<file path="src/mwpc_pkg.sv">
// Shared types and constants for the masked word pattern counter.
`default_nettype none

package mwpc_pkg;

    // Field widths fixed by the stream format
    localparam int WORD_W   = 32;
    localparam int INDEX_W  = 4;
    localparam int LENCFG_W = 5;
    localparam int COUNT_W  = 24;
    localparam int OFFSET_W = 26;

    // Packed stream widths
    localparam int S_TDATA_W = 104;  // 100 bits of fields, padded to bytes
    localparam int M_TDATA_W = 56;   // 53 bits of fields, padded to bytes

    // Command codes carried in s_tuser
    localparam logic CMD_LOAD = 1'b0;
    localparam logic CMD_DATA = 1'b1;

    // Saturation limit of the match counter
    localparam logic [COUNT_W-1:0] COUNT_MAX = {COUNT_W{1'b1}};

    // Per-item control for each cell (load selects one cell; step and clear go to all)
    typedef struct packed {
        logic load;   // write this cell's pattern entry
        logic step;   // data word accepted: advance the partial bit
        logic clear;  // final word: partial bit goes back to zero
    } cell_ctrl_t;

endpackage

`default_nettype wire

</file>
<file path="src/mwpc_cell.sv">
// One pattern position: entry storage, masked compare and partial-match bit.
`default_nettype none

module mwpc_cell (
    input  wire                         clk,
    input  wire                         rst_n,
    input  wire mwpc_pkg::cell_ctrl_t   ctrl,
    input  wire                         active,      // position lies below the pattern length
    input  wire [mwpc_pkg::WORD_W-1:0]  entry_value,
    input  wire [mwpc_pkg::WORD_W-1:0]  entry_mask,
    input  wire [mwpc_pkg::WORD_W-1:0]  data_word,
    input  wire                         prev_bit,    // partial bit of the left neighbor
    output logic                        part_bit,    // registered partial bit
    output logic                        next_bit     // partial bit after this word
);

    logic [mwpc_pkg::WORD_W-1:0] value_reg;
    logic [mwpc_pkg::WORD_W-1:0] mask_reg;
    logic                        part_reg;
    logic                        part_next;
    logic                        eq;

    // Pattern entry storage, undefined until loaded
    always_ff @(posedge clk)
    begin
        if (ctrl.load)
        begin
            value_reg <= entry_value;
            mask_reg  <= entry_mask;
        end
    end

    // Masked compare and shift-and step
    always_comb
    begin
        eq        = ((data_word & mask_reg) == (value_reg & mask_reg));
        next_bit  = prev_bit & eq & active;
        part_next = part_reg;
        if (ctrl.step)
        begin
            part_next = ctrl.clear ? 1'b0 : next_bit;
        end
    end

    always_ff @(posedge clk or negedge rst_n)
    begin
        if (!rst_n)
        begin
            part_reg <= 1'b0;
        end
        else
        begin
            part_reg <= part_next;
        end
    end

    assign part_bit = part_reg;

endmodule

`default_nettype wire

</file>
<file path="src/masked_word_pattern_counter.sv">
// Top level: masked multi-word pattern search over a stream of image words.
// A result item is registered and shows in the cycle after its input is accepted.
// Throughput: one item per cycle unless m_tready stalls; the cell row updates every
// partial bit in the same cycle, and the output register frees once m_tready takes it.
// Reset: partial bits, scan counters and pattern length (to 1) clear at once;
// pattern entries stay undefined until loaded.
`default_nettype none

module masked_word_pattern_counter #(
    parameter int MAX_PATTERN_WORDS = 16,
    parameter int POSITION_BITS     = 24
) (
    input  wire                                  clk,
    input  wire                                  rst_n,
    // Configuration: pattern_length
    input  wire                                  cfg_wr_en,
    input  wire  [mwpc_pkg::LENCFG_W-1:0]        cfg_wr_data,
    // Input stream
    input  wire                                  s_tvalid,
    output logic                                 s_tready,
    // entry_index[3:0], entry_value[35:4], entry_mask[67:36], data_word[99:68], pad
    input  wire  [mwpc_pkg::S_TDATA_W-1:0]       s_tdata,
    input  wire                                  s_tuser,   // cmd
    input  wire                                  s_tlast,   // final_word
    // Output stream
    output logic                                 m_tvalid,
    input  wire                                  m_tready,
    // matched_here[0], match_count[24:1], first_found[25],
    // first_byte_offset[51:26], position_overflow[52], pad
    output logic [mwpc_pkg::M_TDATA_W-1:0]       m_tdata,
    output logic                                 m_tlast    // scan_done
);

    localparam int LEN_W = $clog2(MAX_PATTERN_WORDS + 1);
    localparam logic [POSITION_BITS-1:0] POS_MAX = {POSITION_BITS{1'b1}};

    // Unpacked input fields
    logic [mwpc_pkg::INDEX_W-1:0] entry_index;
    logic [mwpc_pkg::WORD_W-1:0]  entry_value;
    logic [mwpc_pkg::WORD_W-1:0]  entry_mask;
    logic [mwpc_pkg::WORD_W-1:0]  data_word;

    assign entry_index = s_tdata[3:0];
    assign entry_value = s_tdata[35:4];
    assign entry_mask  = s_tdata[67:36];
    assign data_word   = s_tdata[99:68];

    // Handshake
    logic in_acc;
    logic is_data;
    logic is_load;

    assign s_tready = !m_tvalid || m_tready;
    assign in_acc   = s_tvalid && s_tready;
    assign is_data  = in_acc && (s_tuser == mwpc_pkg::CMD_DATA);
    assign is_load  = in_acc && (s_tuser == mwpc_pkg::CMD_LOAD);

    // Pattern length register
    logic [mwpc_pkg::LENCFG_W-1:0] len_cfg_reg;

    always_ff @(posedge clk or negedge rst_n)
    begin
        if (!rst_n)
        begin
            len_cfg_reg <= mwpc_pkg::LENCFG_W'(1);
        end
        else if (cfg_wr_en)
        begin
            len_cfg_reg <= cfg_wr_data;
        end
    end

    // Clamp length into 1..MAX_PATTERN_WORDS
    logic [LEN_W-1:0] act_len;

    always_comb
    begin
        if (len_cfg_reg == '0)
        begin
            act_len = LEN_W'(1);
        end
        else if (32'(len_cfg_reg) > 32'(MAX_PATTERN_WORDS))
        begin
            act_len = LEN_W'(MAX_PATTERN_WORDS);
        end
        else
        begin
            act_len = LEN_W'(len_cfg_reg);
        end
    end

    // Row of cells
    logic [MAX_PATTERN_WORDS-1:0] part_vec;
    logic [MAX_PATTERN_WORDS-1:0] next_vec;
    logic [MAX_PATTERN_WORDS-1:0] last_vec;

    for (genvar i = 0; i < MAX_PATTERN_WORDS; i++)
    begin : g_cell
        mwpc_pkg::cell_ctrl_t ctrl;
        logic                 prev;

        assign ctrl.load  = is_load && (32'(entry_index) == i);
        assign ctrl.step  = is_data;
        assign ctrl.clear = s_tlast;
        assign last_vec[i] = (act_len == LEN_W'(i + 1));

        if (i == 0)
        begin : g_head
            assign prev = 1'b1;
        end
        else
        begin : g_link
            assign prev = part_vec[i-1];
        end

        mwpc_cell u_cell (
            .clk         (clk),
            .rst_n       (rst_n),
            .ctrl        (ctrl),
            .active      (act_len > LEN_W'(i)),
            .entry_value (entry_value),
            .entry_mask  (entry_mask),
            .data_word   (data_word),
            .prev_bit    (prev),
            .part_bit    (part_vec[i]),
            .next_bit    (next_vec[i])
        );
    end

    // Scan counters
    logic [POSITION_BITS-1:0]      word_pos_reg,   word_pos_next;
    logic [mwpc_pkg::COUNT_W-1:0]  count_reg,      count_next;
    logic [POSITION_BITS-1:0]      first_pos_reg,  first_pos_next;
    logic                          first_seen_reg, first_seen_next;
    logic                          ovf_reg,        ovf_next;

    // Values after this word, shown in the result
    logic                          hit;
    logic [mwpc_pkg::COUNT_W-1:0]  count_upd;
    logic [POSITION_BITS-1:0]      first_pos_upd;
    logic                          first_seen_upd;
    logic                          ovf_upd;
    logic [POSITION_BITS-1:0]      back;
    logic [POSITION_BITS+1:0]      off_full;

    always_comb
    begin
        hit            = is_data && |(next_vec & last_vec);
        back           = POSITION_BITS'(act_len - LEN_W'(1));
        count_upd      = count_reg;
        first_pos_upd  = first_pos_reg;
        first_seen_upd = first_seen_reg;
        ovf_upd        = ovf_reg;

        if (is_data && (word_pos_reg == POS_MAX))
        begin
            ovf_upd = 1'b1;
        end
        if (hit)
        begin
            if (!first_seen_reg)
            begin
                first_pos_upd  = (word_pos_reg >= back) ? (word_pos_reg - back) : '0;
                first_seen_upd = 1'b1;
            end
            if (count_reg != mwpc_pkg::COUNT_MAX)
            begin
                count_upd = count_reg + mwpc_pkg::COUNT_W'(1);
            end
        end

        word_pos_next   = word_pos_reg;
        count_next      = count_reg;
        first_pos_next  = first_pos_reg;
        first_seen_next = first_seen_reg;
        ovf_next        = ovf_reg;
        if (is_data)
        begin
            if (s_tlast)
            begin
                word_pos_next   = '0;
                count_next      = '0;
                first_pos_next  = '0;
                first_seen_next = 1'b0;
                ovf_next        = 1'b0;
            end
            else
            begin
                word_pos_next   = (word_pos_reg != POS_MAX) ?
                                  word_pos_reg + POSITION_BITS'(1) : word_pos_reg;
                count_next      = count_upd;
                first_pos_next  = first_pos_upd;
                first_seen_next = first_seen_upd;
                ovf_next        = ovf_upd;
            end
        end

        off_full = {first_pos_upd, 2'b00};
    end

    always_ff @(posedge clk or negedge rst_n)
    begin
        if (!rst_n)
        begin
            word_pos_reg   <= '0;
            count_reg      <= '0;
            first_pos_reg  <= '0;
            first_seen_reg <= 1'b0;
            ovf_reg        <= 1'b0;
        end
        else
        begin
            word_pos_reg   <= word_pos_next;
            count_reg      <= count_next;
            first_pos_reg  <= first_pos_next;
            first_seen_reg <= first_seen_next;
            ovf_reg        <= ovf_next;
        end
    end

    // Output register
    logic                          m_valid_reg;
    logic [mwpc_pkg::M_TDATA_W-1:0] m_data_reg;
    logic                          m_last_reg;

    always_ff @(posedge clk or negedge rst_n)
    begin
        if (!rst_n)
        begin
            m_valid_reg <= 1'b0;
        end
        else if (s_tready)
        begin
            m_valid_reg <= s_tvalid;
        end
    end

    always_ff @(posedge clk)
    begin
        if (in_acc)
        begin
            m_data_reg <= {3'b000,
                           ovf_upd,
                           first_seen_upd ? mwpc_pkg::OFFSET_W'(off_full) : '0,
                           first_seen_upd,
                           count_upd,
                           hit};
            m_last_reg <= is_data && s_tlast;
        end
    end

    assign m_tvalid = m_valid_reg;
    assign m_tdata  = m_data_reg;
    assign m_tlast  = m_last_reg;

endmodule

`default_nettype wire

</file>
<file path="config.mk">
export PLATFORM = sky130hd
export DESIGN_NAME = masked_word_pattern_counter
export DESIGN_NICKNAME = d
export VERILOG_FILES = /design/src/mwpc_pkg.sv /design/src/mwpc_cell.sv /design/src/masked_word_pattern_counter.sv
export SDC_FILE = /design/constraint.sdc
export NUM_CORES = 1
export LEC_CHECK = 0
export ABC_AREA = 1
export BUFFER_PORTS_ARGS = -buffer_cell sky130_fd_sc_hd__buf_2
export CORE_ASPECT_RATIO = 1.1
export CORE_MARGIN = 3
export CORE_UTILIZATION = 40
export DETAILED_ROUTE_END_ITERATION = 10
export REMOVE_ABC_BUFFERS = 1
export SLEW_MARGIN = 15
export SYNTH_ARGS = -nofsm -noshare
export SYNTH_HDL_FRONTEND = slang
export SYNTH_HIERARCHICAL = 1
export SYNTH_SLANG_ARGS = --single-unit
</file>
<file path="constraint.sdc">
create_clock -name clk -period 5.2 [get_ports clk]
set_input_delay 0.26 -clock clk [delete_from_list [all_inputs] [get_ports clk]]
set_output_delay 0.26 -clock clk [all_outputs]
set_load 0.05 [all_outputs]
</file>
==> flow_results.xml <==
<?xml version="1.0" encoding="UTF-8"?>
<metrics>
  <group name="power">
    <metric name="power_density" unit="nW/um^2">338</metric>
    <metric name="total_leakage_power" unit="uW">0.0258</metric>
    <metric name="power.ir.vdd_worst" unit="mV">0.318</metric>
  </group>
  <group name="floorplanning">
    <metric name="coreArea" unit="sq um">133000</metric>
    <metric name="initial_core_util" unit="%">40.4</metric>
    <metric name="io_count" unit="">175</metric>
    <metric name="floorplan.die_area" unit="sq um">138000</metric>
    <metric name="y_dimension_of_the_die" unit="um">390</metric>
    <metric name="die-width" unit="um">355</metric>
    <metric name="fp-row-count" unit="">140</metric>
  </group>
  <group name="yosys">
    <metric name="yosys_warnings" unit="">6</metric>
    <metric name="netlist_instances" unit="">5275</metric>
    <metric name="post_synth_instance_area" unit="sq um">53500</metric>
    <metric name="syn-mean-instance-area" unit="sq um">10.1</metric>
  </group>
  <group name="hold_path">
    <metric name="launch_instance_of_the_worst_min_delay_path" unit="">s_tdata[13]</metric>
    <metric name="worst_hold_path_type" unit="">input port to flip-flop</metric>
    <metric name="min_delay_path_depth" unit="">1</metric>
    <metric name="worst_hold_path.endpoint" unit="">g_cell[5].u_cell/value_reg[9]$_DFFE_PP_</metric>
  </group>
  <group name="detailed_routing">
    <metric name="drt-pass1-iter-count" unit="">6</metric>
    <metric name="route.detailed.wl_per_inst" unit="um">24.1</metric>
    <metric name="drc" unit="">0</metric>
    <metric name="drt_iter0_drc" unit="">3639</metric>
    <metric name="ant_nets" unit="">0</metric>
    <metric name="num_vias" unit="">39000</metric>
    <metric name="vias_per_cell" unit="">5.15</metric>
    <metric name="wirelength" unit="um">183000</metric>
  </group>
  <group name="final_layout">
    <metric name="design.final.nets" unit="">5829</metric>
    <metric name="finalCoreUtilization" unit="%">46.7</metric>
    <metric name="area_growth" unit="%">15.8</metric>
    <metric name="count_of_filler_cells_inserted_in_the_layout" unit="">12300</metric>
    <metric name="final_cells" unit="">7565</metric>
    <metric name="drive_above_1_share" unit="%">9.20</metric>
  </group>
  <group name="global_routing">
    <metric name="grt.met2_usage" unit="%">44.4</metric>
    <metric name="pin_count_of_the_biggest_net_entering_global_routing" unit="">65</metric>
    <metric name="grt_busiest_layer" unit="">met2</metric>
    <metric name="grt_pass1_wl" unit="um">254000</metric>
    <metric name="grt_usage" unit="%">26.1</metric>
    <metric name="gr-usage-met3" unit="%">4.64</metric>
    <metric name="grt_pass1_vias" unit="">35900</metric>
    <metric name="grt.overflow.total" unit="">0</metric>
    <metric name="gr-usage-met1" unit="%">31.6</metric>
    <metric name="initial_antenna_violation_count" unit="">11</metric>
  </group>
  <group name="timing">
    <metric name="worst_slew_margin_rel" unit="%">20.5</metric>
    <metric name="slew_viol_final" unit="">0</metric>
    <metric name="maxClockFrequency" unit="MHz">226</metric>
    <metric name="tightest_slew" unit="ns">1.19</metric>
    <metric name="hold_ws" unit="ns">0.0711</metric>
    <metric name="layout_worst_path_cycle_share" unit="%">85.0</metric>
    <metric name="final_period_minus_worst_setup_slack" unit="ns">4.42</metric>
    <metric name="timing.final.hold_violations" unit="">0</metric>
    <metric name="setup_viol" unit="">0</metric>
    <metric name="grt_setup_unrepaired" unit="">false</metric>
    <metric name="worst_skew" unit="ns">0.0360</metric>
  </group>
  <group name="clocking">
    <metric name="cts.repair_timing.setup_buffer_count" unit="">0</metric>
    <metric name="cts_hold_buf" unit="">81</metric>
    <metric name="worst_skew_pair.late_latency" unit="ns">0.78</metric>
    <metric name="maximum_clock_insertion_buffer_count" unit="">3</metric>
    <metric name="cts_tree" unit="">done</metric>
    <metric name="tritoncts.num_buffers" unit="">131</metric>
    <metric name="postCtsResizedCells" unit="">0</metric>
    <metric name="ctsHtreeMaxLevel" unit="">4</metric>
    <metric name="worst_setup_hold_path_clk_slew" unit="ns">0.06</metric>
    <metric name="clock-root-buffer" unit="">sky130_fd_sc_hd__clkbuf_16</metric>
    <metric name="clock-sinks" unit="">1171</metric>
  </group>
  <group name="worst_setup_path">
    <metric name="crit_chain" unit="">nor2_1 &gt; nand2_1 &gt; nand2_1 &gt; nand2_1 &gt; inv_1 &gt; ha_1 &gt; inv_1 &gt; nor2_1 &gt; a31oi_1 &gt; nand2_1 &gt; inv_1 &gt; nand3_1 &gt; nor2_1 &gt; nand3_1 &gt; nor2_1 &gt; nand3_1 &gt; nand2_1 &gt; nor2_4 &gt; nand2_2 &gt; nand2_2 &gt; buf_4 &gt; o22ai_1</metric>
    <metric name="worst_r2r_startpoint" unit="">len_cfg_reg[2]$_DFFE_PN0P_</metric>
    <metric name="crit_fanout" unit="">40</metric>
    <metric name="critical_path.slowest_cell" unit="">sky130_fd_sc_hd__dfrtp_1</metric>
    <metric name="worst-r2r-setup-slack" unit="ns">0.78</metric>
    <metric name="timing.critical_path.mode_cell" unit="">sky130_fd_sc_hd__nand2_1</metric>
    <metric name="critical_path.max_stage_delay" unit="ns">0.57</metric>
    <metric name="worst-r2r-cell-count" unit="">22</metric>
    <metric name="reg2reg_to" unit="">m_tdata[29]$_SDFFCE_PP0P_</metric>
    <metric name="worst-setup-path-type" unit="">flip-flop to flip-flop</metric>
    <metric name="capturing_element_type_of_the_critical_path" unit="">flip-flop</metric>
    <metric name="worst_ep_required_time" unit="ns">5.80</metric>
    <metric name="arrival" unit="ns">5.02</metric>
    <metric name="start_kind" unit="">flip-flop</metric>
  </group>
  <group name="run_status">
    <metric name="status" unit="">completed</metric>
  </group>
  <group name="flow_run">
    <metric name="maxCapViolCount" unit="">0</metric>
  </group>
  <group name="placement">
    <metric name="port_buffers" unit="">165</metric>
    <metric name="placed_cells" unit="">7240</metric>
    <metric name="place.gp.congestion" unit="">0.983</metric>
    <metric name="dp_hpwl" unit="um">133000</metric>
  </group>
</metrics>
[worst max-delay path, delay by kind of cell (launching register included)]
| kind | cells | cell delay (ns) |
|---|---|---|
| compound gates | 2 | 0.50 |
| fa+ha+maj | 1 | 0.32 |
| buf+inv | 4 | 0.77 |
| flops | 1 | 0.57 |
| simple gates | 15 | 2.07 |
[layout make-up]
type | instances | area [sq um] | area share [%]
flip-flops and latches | 1171 | 34700 | 56.0
multi-input cells | 3305 | 15900 | 25.6
clock buffers | 161 | 3510 | 5.66
inverters | 783 | 2940 | 4.74
well taps | 1775 | 2220 | 3.59
repair buffers | 287 | 2010 | 3.24
clock inverters | 75 | 699 | 1.13
diodes | 8 | 20.0 | 0.0323
[worst max-delay path by stage]
stage                               startpoint                            to  cells past startpoint
floorplan                 m_tvalid$_DFFE_PN0N_     count_reg[19]$_DFFE_PN0P_                      7
global placement    len_cfg_reg[2]$_DFFE_PN0P_  first_pos_reg[6]$_DFFE_PN0P_                     24
detailed placement  len_cfg_reg[2]$_DFFE_PN0P_     m_tdata[29]$_SDFFCE_PP0P_                     22
CTS                 len_cfg_reg[2]$_DFFE_PN0P_     m_tdata[29]$_SDFFCE_PP0P_                     22
global route        len_cfg_reg[2]$_DFFE_PN0P_     m_tdata[29]$_SDFFCE_PP0P_                     22
finish              len_cfg_reg[2]$_DFFE_PN0P_     m_tdata[29]$_SDFFCE_PP0P_                     22
[metal layers]
layer	vias to the layer above	part of all wire (%)
met3	344	6.9
met4	2	6.0
met2	1393	49
met5	-	0.0093
met1	18800	38
li1	18400	-
[metrics by stage]
stage                     TNS [ns]  worst slack (ns)  instance area, sq um  power [uW]
after floorplan             -22.41            -0.425                 53400       11200
after global placement           0             0.906                 56900       11900
after detailed placement         0             0.857                 56900       12000
after CTS                        0             0.824                 61900       21100
after global routing             0             0.365                 61900       21600
final                            0             0.778                 61900       20900
[cells in the final DEF, fill, tap and decap left out, types with 22 or more instances in the layout]
cell                            instances
sky130_fd_sc_hd__clkbuf_1              24
sky130_fd_sc_hd__dlygate4sd3_1         81
sky130_fd_sc_hd__nor3_1                33
sky130_fd_sc_hd__inv_1                777
sky130_fd_sc_hd__o21ai_1               85
sky130_fd_sc_hd__buf_2                164
sky130_fd_sc_hd__nand2_1             1428
sky130_fd_sc_hd__nand4_1              110
sky130_fd_sc_hd__nand3b_1             135
sky130_fd_sc_hd__nand3_1              549
sky130_fd_sc_hd__nor3b_2               32
sky130_fd_sc_hd__dfrtp_1               94
sky130_fd_sc_hd__clkbuf_16            136
sky130_fd_sc_hd__buf_4                 37
sky130_fd_sc_hd__clkinv_2              22
sky130_fd_sc_hd__a21oi_1               48
sky130_fd_sc_hd__conb_1                28
sky130_fd_sc_hd__o21ai_0               36
sky130_fd_sc_hd__o22ai_1               26
sky130_fd_sc_hd__or2_1                112
sky130_fd_sc_hd__edfxtp_1            1076
sky130_fd_sc_hd__clkinv_1              24
sky130_fd_sc_hd__ha_1                  33
sky130_fd_sc_hd__nand3_2               50
sky130_fd_sc_hd__nor2_1               484
[power breakdown]
part,switching (uW),total [uW],internal [uW]
Clock,3820,9130,5310
Combinational,1040,1370,328
Sequential,58.7,10400,10400
Total,4920,20900,16000
Power figures use the tool's default switching activity.
